--- src/rtl/cst_pkg.sv ---
package cst_pkg;

	localparam int ID_W    = 11;
	localparam int START_W = 6;
	localparam int LEN_W   = 6;
	localparam int VALUE_W = 32;
	localparam int SLOT_W  = 4;
	localparam int DATA_W  = 64;
	localparam int DFLT_SLOTS = 16;

	// request codes
	localparam logic [1:0] REQ_WRITE  = 2'd0;
	localparam logic [1:0] REQ_FRAME  = 2'd1;
	localparam logic [1:0] REQ_REPORT = 2'd2;

	// one table slot as held by a cell
	typedef struct packed {
		logic [ID_W-1:0]    id;
		logic [START_W-1:0] start_bit;
		logic [LEN_W-1:0]   length;
		logic [VALUE_W-1:0] value;
		logic               fresh;
	} slot_t;

	localparam logic [ID_W-1:0] DFLT_ID [DFLT_SLOTS] = '{
		11'h360, 11'h360, 11'h361, 11'h3E0, 11'h390, 11'h390, 11'h390, 11'h390,
		11'h370, 11'h3E0, 11'h373, 11'h368, 11'h3EB, 11'h000, 11'h000, 11'h000
	};
	localparam logic [START_W-1:0] DFLT_START [DFLT_SLOTS] = '{
		6'd0, 6'd32, 6'd16, 6'd0, 6'd0, 6'd0, 6'd0, 6'd0,
		6'd0, 6'd48, 6'd0, 6'd0, 6'd32, 6'd0, 6'd0, 6'd0
	};
	localparam logic [LEN_W-1:0] DFLT_LEN [DFLT_SLOTS] = '{
		6'd16, 6'd16, 6'd16, 6'd16, 6'd16, 6'd16, 6'd16, 6'd16,
		6'd16, 6'd16, 6'd16, 6'd16, 6'd16, 6'd0, 6'd0, 6'd0
	};

	function automatic logic [ID_W-1:0] dflt_id(input int i);
		logic [ID_W-1:0] r;
		r = '0;
		if (i < DFLT_SLOTS) r = DFLT_ID[i[3:0]];
		return r;
	endfunction

	function automatic logic [START_W-1:0] dflt_start(input int i);
		logic [START_W-1:0] r;
		r = '0;
		if (i < DFLT_SLOTS) r = DFLT_START[i[3:0]];
		return r;
	endfunction

	function automatic logic [LEN_W-1:0] dflt_len(input int i);
		logic [LEN_W-1:0] r;
		r = '0;
		if (i < DFLT_SLOTS) r = DFLT_LEN[i[3:0]];
		return r;
	endfunction

	// byte idx of the frame payload, zero past byte 7
	function automatic logic [7:0] frame_byte(input logic [DATA_W-1:0] data,
			input logic [3:0] idx);
		logic [7:0] b;
		b = '0;
		if (idx < 4'd8) b = data[{idx[2:0], 3'b000} +: 8];
		return b;
	endfunction

endpackage

--- src/rtl/can_signal_table_extractor.sv ---
// CAN signal table extractor.
// Command channel: an item (req_type plus its fields) transfers at a rising
// edge with start high and busy low.
//   table write  - loads slot_index with id/start/length, clears its fresh
//                  flag; busy stays low.
//   CAN frame    - busy while the table rotates once through the shared
//                  extractor; matching slots with a nonzero id take the new
//                  value and turn fresh. No result.
//   report       - busy while the table rotates once; one result transfer
//                  per slot, in slot order, marked by report_valid, the
//                  first registered from the report state, report_last on
//                  the final slot. Fresh flags clear as slots are reported.
// A new frame or report item is taken only once the previous pass is over;
// while busy the ring of slot cells moves one slot past the extractor per cycle.
// Results are valid for exactly one cycle and the receiver cannot stall.
// Reset (arst_n low) loads the default table, zero values, all stale.
module can_signal_table_extractor #(
	parameter int SLOT_COUNT      = 16,
	parameter int MAX_SIGNAL_BITS = 32
) (
	input  logic        clk,
	input  logic        arst_n,
	input  logic        start,
	output logic        busy,
	input  logic [1:0]  req_type,
	input  logic [3:0]  slot_index,
	input  logic [10:0] slot_can_id,
	input  logic [5:0]  slot_start_bit,
	input  logic [5:0]  slot_length,
	input  logic [10:0] frame_id,
	input  logic [63:0] frame_data,
	output logic        report_valid,
	output logic [3:0]  report_slot,
	output logic [31:0] report_value,
	output logic        report_fresh,
	output logic        report_last
);

	localparam int CW = (SLOT_COUNT > 1) ? $clog2(SLOT_COUNT) : 1;
	localparam logic [CW-1:0] LAST_POS = CW'(SLOT_COUNT - 1);

	// sequencer states
	localparam logic [1:0] ST_IDLE   = 2'd0;
	localparam logic [1:0] ST_FRAME  = 2'd1;
	localparam logic [1:0] ST_REPORT = 2'd2;

	logic [1:0]     state_q;
	logic [CW-1:0]  pos_q;
	logic [10:0]    frame_id_q;
	logic [63:0]    frame_data_q;

	logic           accept;
	logic           wr_en;
	logic           rotate;
	logic           pos_last;

	cst_pkg::slot_t cell_out [SLOT_COUNT];
	cst_pkg::slot_t head;
	cst_pkg::slot_t tail_in;
	logic [31:0]    ext_value;
	logic           hit;

	logic           report_valid_q;
	logic [3:0]     report_slot_q;
	logic [31:0]    report_value_q;
	logic           report_fresh_q;
	logic           report_last_q;

	assign busy     = (state_q != ST_IDLE);
	assign accept   = start && !busy;
	assign wr_en    = accept && (req_type == cst_pkg::REQ_WRITE);
	assign rotate   = busy;
	assign pos_last = (pos_q == LAST_POS);

	// slot 0 sits at the head of the ring; it leaves through the extractor
	// and re-enters at the tail, so after a full turn of the ring the order is back.
	assign head = cell_out[0];

	cst_extract #(
		.MAX_SIGNAL_BITS(MAX_SIGNAL_BITS)
	) u_extract (
		.data      (frame_data_q),
		.start_bit (head.start_bit),
		.length    (head.length),
		.value     (ext_value)
	);

	assign hit = (head.id != 11'd0) && (head.id == frame_id_q);

	always_comb begin
		tail_in = head;
		unique case (state_q)
			ST_FRAME: begin
				if (hit) begin
					tail_in.value = ext_value;
					tail_in.fresh = 1'b1;
				end
			end
			ST_REPORT: begin
				tail_in.fresh = 1'b0;
			end
			default: begin
				tail_in = head;
			end
		endcase
	end

	for (genvar i = 0; i < SLOT_COUNT; i++) begin : g_cell
		cst_pkg::slot_t nb;
		if (i == SLOT_COUNT - 1) begin : g_tail
			assign nb = tail_in;
		end else begin : g_mid
			assign nb = cell_out[i + 1];
		end
		cst_cell #(
			.ID_RST    (cst_pkg::dflt_id(i)),
			.START_RST (cst_pkg::dflt_start(i)),
			.LEN_RST   (cst_pkg::dflt_len(i))
		) u_cell (
			.clk        (clk),
			.arst_n     (arst_n),
			.shift_en   (rotate),
			.shift_in   (nb),
			// slot indexes at or above SLOT_COUNT hit no cell
			.load_en    (wr_en && ({3'b000, slot_index} == 7'(i))),
			.load_id    (slot_can_id),
			.load_start (slot_start_bit),
			.load_len   (slot_length),
			.slot       (cell_out[i])
		);
	end

	// sequencer
	always_ff @(posedge clk or negedge arst_n) begin
		if (!arst_n) begin
			state_q <= ST_IDLE;
			pos_q   <= '0;
		end else begin
			unique case (state_q)
				ST_IDLE: begin
					pos_q <= '0;
					if (accept && req_type == cst_pkg::REQ_FRAME) begin
						state_q <= ST_FRAME;
					end else if (accept && req_type == cst_pkg::REQ_REPORT) begin
						state_q <= ST_REPORT;
					end
				end
				ST_FRAME, ST_REPORT: begin
					pos_q <= pos_q + CW'(1);
					if (pos_last) begin
						state_q <= ST_IDLE;
					end
				end
				default: begin
					state_q <= ST_IDLE;
				end
			endcase
		end
	end

	// frame held for the whole pass
	always_ff @(posedge clk) begin
		if (accept && req_type == cst_pkg::REQ_FRAME) begin
			frame_id_q   <= frame_id;
			frame_data_q <= frame_data;
		end
	end

	// result register: head slot of each report cycle
	always_ff @(posedge clk or negedge arst_n) begin
		if (!arst_n) begin
			report_valid_q <= 1'b0;
		end else begin
			report_valid_q <= (state_q == ST_REPORT);
		end
	end

	always_ff @(posedge clk) begin
		if (state_q == ST_REPORT) begin
			report_slot_q  <= 4'(pos_q);
			report_value_q <= head.value;
			report_fresh_q <= head.fresh;
			report_last_q  <= pos_last;
		end
	end

	assign report_valid = report_valid_q;
	assign report_slot  = report_slot_q;
	assign report_value = report_value_q;
	assign report_fresh = report_fresh_q;
	assign report_last  = report_last_q;

	// a result only follows a report cycle
	a_valid_from_report: assert property (@(posedge clk) disable iff (!arst_n)
		report_valid |-> $past(state_q == ST_REPORT))
		else $error("result transfer outside a report run");

	// final result carries the last slot number
	a_last_slot: assert property (@(posedge clk) disable iff (!arst_n)
		(report_valid && report_last) |-> (report_slot == 4'(SLOT_COUNT - 1)))
		else $error("report_last on wrong slot");

	// a report run has no gaps
	a_run_contiguous: assert property (@(posedge clk) disable iff (!arst_n)
		(report_valid && !report_last) |=> report_valid)
		else $error("report run interrupted");

endmodule

--- src/rtl/cst_cell.sv ---
module cst_cell #(
	parameter logic [10:0] ID_RST    = 11'd0,
	parameter logic [5:0]  START_RST = 6'd0,
	parameter logic [5:0]  LEN_RST   = 6'd0
) (
	input  logic              clk,
	input  logic              arst_n,
	input  logic              shift_en,
	input  cst_pkg::slot_t    shift_in,
	input  logic              load_en,
	input  logic [10:0]       load_id,
	input  logic [5:0]        load_start,
	input  logic [5:0]        load_len,
	output cst_pkg::slot_t    slot
);

	cst_pkg::slot_t slot_q;

	// load keeps the value, clears fresh
	always_ff @(posedge clk or negedge arst_n) begin
		if (!arst_n) begin
			slot_q.id        <= ID_RST;
			slot_q.start_bit <= START_RST;
			slot_q.length    <= LEN_RST;
			slot_q.value     <= '0;
			slot_q.fresh     <= 1'b0;
		end else if (load_en) begin
			slot_q.id        <= load_id;
			slot_q.start_bit <= load_start;
			slot_q.length    <= load_len;
			slot_q.fresh     <= 1'b0;
		end else if (shift_en) begin
			slot_q <= shift_in;
		end
	end

	assign slot = slot_q;

endmodule

--- src/rtl/cst_extract.sv ---
module cst_extract #(
	parameter int MAX_SIGNAL_BITS = 32
) (
	input  logic [63:0] data,
	input  logic [5:0]  start_bit,
	input  logic [5:0]  length,
	output logic [31:0] value
);

	localparam logic [5:0] MAX_LEN = 6'(MAX_SIGNAL_BITS);

	logic [5:0]  len_c;
	logic [2:0]  nbytes;
	logic [3:0]  rem;
	logic [31:0] mask;
	logic [31:0] acc;
	logic [7:0]  b;
	logic [7:0]  part;
	logic [5:0]  sh;

	always_comb begin
		len_c  = (length > MAX_LEN) ? MAX_LEN : length;
		nbytes = 3'((7'(len_c) + 7'd7) >> 3);
		rem    = 4'(7'(len_c) - 7'({nbytes, 3'b000}) + 7'd8);
		mask   = (32'd1 << rem) - 32'd1;
		acc    = '0;
		b      = '0;
		part   = '0;
		sh     = '0;
		for (int k = 0; k < 4; k++) begin
			b = cst_pkg::frame_byte(data, 4'(start_bit[5:3]) + 4'(k));
			if (3'(k + 1) < nbytes) begin
				// whole byte, big-endian above the later ones
				sh  = len_c - 6'(8 * (k + 1));
				acc = acc | (32'(b) << sh);
			end else if (3'(k + 1) == nbytes) begin
				part = b >> start_bit[2:0];
				acc  = acc | (32'(part) & mask);
			end
		end
		value = (len_c == 6'd0) ? 32'd0 : acc;
	end

endmodule
--- config.mk ---
export PLATFORM = sky130hd
export DESIGN_NAME = can_signal_table_extractor
export DESIGN_NICKNAME = d
export VERILOG_FILES = /design/src/rtl/cst_pkg.sv /design/src/rtl/can_signal_table_extractor.sv /design/src/rtl/cst_cell.sv /design/src/rtl/cst_extract.sv
export SDC_FILE = /design/constraint.sdc
export NUM_CORES = 2
export LEC_CHECK = 0
export ABC_AREA = 1
export BUFFER_PORTS_ARGS = -buffer_cell sky130_fd_sc_hd__buf_2
export CORE_MARGIN = 2
export CORE_UTILIZATION = 56
export DETAILED_ROUTE_END_ITERATION = 8
export PLACE_DENSITY = 0.72
export SYNTH_ARGS = -nofsm -noshare
export SYNTH_HDL_FRONTEND = slang
export SYNTH_SLANG_ARGS = --single-unit
--- constraint.sdc ---
create_clock -name clk -period 6.9 [get_ports clk]
set_clock_uncertainty 0.05 [all_clocks]
set_input_delay 0.69 -clock clk [delete_from_list [all_inputs] [get_ports clk]]
set_output_delay 0.69 -clock clk [all_outputs]
set_load 0.01 [all_outputs]
==> flow_summary.json <==
{
  "multi_input_area_um2": 16360,
  "largest_cells_by_area_after_synthesis": "dfrtp_1, nand2_1, edfxtp_1, nand3_1, o221ai_1",
  "fin_ws_ns": 2.729,
  "initial_utilization_pct": 56.82,
  "number_of_gates_resized_after_cts": 0,
  "min_period_ns": 4.171,
  "gr-total-overflow": 0,
  "timing.max_slew.rel_slack_pct": 23.20,
  "mappedNetlistArea_um2": 45030,
  "detailedRoute.firstIterationViolations": 3599,
  "final_max_slew_viol_count": 0,
  "post-route-drc-count": 0,
  "per_cell_routed_wire_length_um": 19.26,
  "yosysTopAreaCellShare_pct": 45.62,
  "finalSetupViolations": 0,
  "post-synth-top-count-cell": "nand2_1",
  "synth_enable_flop_cells": 113,
  "seq_area_frac_synth_pct": 57.94,
  "post_route_cells_drive_above_1_share_pct": 9.703,
  "final_design_instance_area_without_fill_um2": 49830,
  "synthArstFlopShare_pct": 88.88,
  "maximum_number_of_pins_on_one_net_before_global_route_repair": 183,
  "ys_warn_count": 0,
  "postRouteWirelength_mm": 120.1,
  "detailed_place.area_um2": 46280,
  "cp-start-kind": "register",
  "timing.hold.worst.class": "in -> async",
  "status": "finished, final reports clean",
  "vdd_ir_drop_max_mv": 0.3805,
  "critPathMaxFanout": 62,
  "gr-max-usage-layer": "met2",
  "clk_latency_ns": 0.69,
  "cts.root.buffer_cell": "clkbuf_16",
  "globalRouteMet1Util_pct": 41.31,
  "cts.path.max_buffers": 3,
  "final_cells": 6236,
  "synthesis.area_per_instance_um2": 8.775,
  "setup.worst_path.end_class": "register",
  "path_class": "reg -> reg",
  "seq_area_um2": 26090,
  "cts_tree": "yes",
  "hold_bufs_at_cts": 0,
  "tns_ns": 0,
  "clkTransAtPathRegs_ns": 0.06,
  "groute.layer.met2.usage_pct": 46.17,
  "via_count_of_the_first_global_routing_pass": 35098,
  "design.core.area_um2": 79260,
  "min_period_over_period_pct": 60.46,
  "cts_inserted_buffers": 103,
  "timing_worst_slew_pin_value_ns": 1.149,
  "final_net_count": 5215,
  "grtUsageMet3_pct": 4.532,
  "postCtsSetupBuffers": 0,
  "groute.usage.overall_pct": 29.40,
  "clock_sink_count": 1016,
  "synth_top_cell_by_area": "dfrtp_1",
  "synth_seq_cells": 1016,
  "maxCapViolations": 0,
  "critical_path_required_ns": 7.40,
  "buffer_ports.inserted": 146,
  "grt_setup_unrepaired": "false",
  "floorplan.die_area_um2": 82700,
  "total_power_mw": 22.11,
  "placed_cells": 6041,
  "total_leakage_power_nw": 23.91,
  "peak_clock_frequency_supported_by_timing_mhz": 239.7,
  "vias_per_cell": 5.810,
  "hpwl_mm": 75.25,
  "antenna_found_initial": 6,
  "fill_cells": 6764,
  "gp_routability_congestion": 0.9696,
  "num_rows": 103,
  "die-width_um": 287.6,
  "power.density_nw_per_um2": 443.6,
  "route.antenna.remaining_nets": 0,
  "syn-instance-count": 5132,
  "worst_ep_arrival_time_ns": 4.67,
  "dominantRegCellSynth": "dfrtp_1",
  "dr.pass1.iters": 6,
  "synthesis.nets": 5251,
  "die_h_um": 287.6,
  "worst_slack_at_placement_ns": 2.843,
  "synth.top_cells.by_count": "nand2_1, dfrtp_1, nand3_1",
  "io_pins": 147,
  "grt_pass1_wl_mm": 193.2,
  "post_synth_num_cell_types": 46,
  "syn2layout_area_growth_pct": 10.66,
  "hold_viol_final": 0,
  "htreeDepth": 3,
  "via_count": 36231
}
kinds of logic after synthesis:
logic type                 Yosys count  share of synthesized area [%]
xor gates and xnor gates             7                         0.1361
AOI/OAI and AO/OA                  604                          9.941
other                                1                       0.008327
buffers and inverters              670                          5.774
and+or+nand+nor                   2822                          25.87
adders and majority gates           12                         0.3334
DFF                               1016                          57.94
through the flow:
stage          util (%)  hold WS, ns
4_1_cts           62.87      0.03742
6_report          62.87      0.02694
3_5_place_dp      58.40       0.3902
5_1_grt           62.87      0.07344
3_3_place_gp      58.40       0.3840
2_1_floorplan         -       0.3444
power breakdown:
group / internal, mW / total, mW / switching (mW)
Combinational: 2.09 / 7.57 / 5.49
Clock: 3.30 / 5.72 / 2.42
Sequential: 7.89 / 8.81 / 0.922
Total: 13.3 / 22.1 / 8.83
metal layers:
metal | vias to the layer above | part of all wire (%) | wire length [um]
met3 | 251 | 6.4 | 7652
met1 | 17661 | 44 | 52510
li1 | 17071 | - | -
met4 | 4 | 3.8 | 4528
met5 | - | 0.030 | 36
met2 | 1244 | 46 | 55360
registers in the layout, summed over array words and instances, names as in the netlist:
| register | cells |
|---|---|
| state_q | 2 |
| report_valid | 1 |
| g_cell.u_cell.slot | 896 |
| report_slot | 4 |
| frame_id_q | 11 |
| report_fresh | 1 |
| report_last | 1 |
| frame_data_q | 64 |
| pos_q | 4 |
| report_value | 32 |
worst paths after layout:
kind / slack (ns) / startpoint / cells past startpoint / endpoint
setup / recovery: 2.73 / g_cell[0].u_cell.slot[42]$_DFFE_PN0P_ / 16 / g_cell[15].u_cell.slot[6]$_DFFE_PN0P_
hold / removal: 0.03 / arst_n / 1 / g_cell[5].u_cell.slot[15]$_DFFE_PN0P_
setup reg to reg: 2.73 / g_cell[0].u_cell.slot[42]$_DFFE_PN0P_ / 16 / g_cell[15].u_cell.slot[6]$_DFFE_PN0P_
hold reg to reg: 0.40 / g_cell[7].u_cell.slot[32]$_DFFE_PN0P_ / 2 / g_cell[6].u_cell.slot[32]$_DFFE_PN0P_
max in group asynchronous: 5.20 / arst_n / 2 / g_cell[7].u_cell.slot[9]$_DFFE_PN0P_
min in group clk: 0.12 / frame_id[0] / 1 / frame_id_q[0]$_DFFE_PP_
worst max-delay path, stage by stage, from the launching register on:
cell,delay [ns]
dfrtp_2,0.52
inv_2,0.07
buf_4,0.48
ha_1,0.33
buf_4,0.24
inv_1,0.74
nand3_1,0.15
nand3_1,0.19
a21oi_1,0.15
nand2_1,0.10
nand3_1,0.18
nand2_1,0.11
nand2_1,0.07
nand3_1,0.13
nand3_1,0.21
o21ai_0,0.22
a21oi_1,0.08
cell type report:
type                            count  area share [%]
Tap cell                         1050           2.636
Clock inverter                     34          0.9139
Clock buffer                      159           6.197
Antenna cell                        2         0.01004
Sequential cell                  1016           52.36
Inverter                          317           2.418
Multi-Input combinational cell   3446           32.83
Timing Repair Buffer              212           2.631
placed cells by master (no fill, tap or decap), types with 40 or more instances in the layout:
cell type  instances
nand2_1         2031
dfrtp_1          820
nand3_1          630
o221ai_1         342
inv_1            303
buf_2            145
edfxtp_1         113
o21ai_0          110
clkbuf_16        103
nor2_1            82
dfstp_2           82
a21oi_1           75
buf_4             60
o211ai_1          40
No activity file was read; power rests on OpenSTA's default activity.
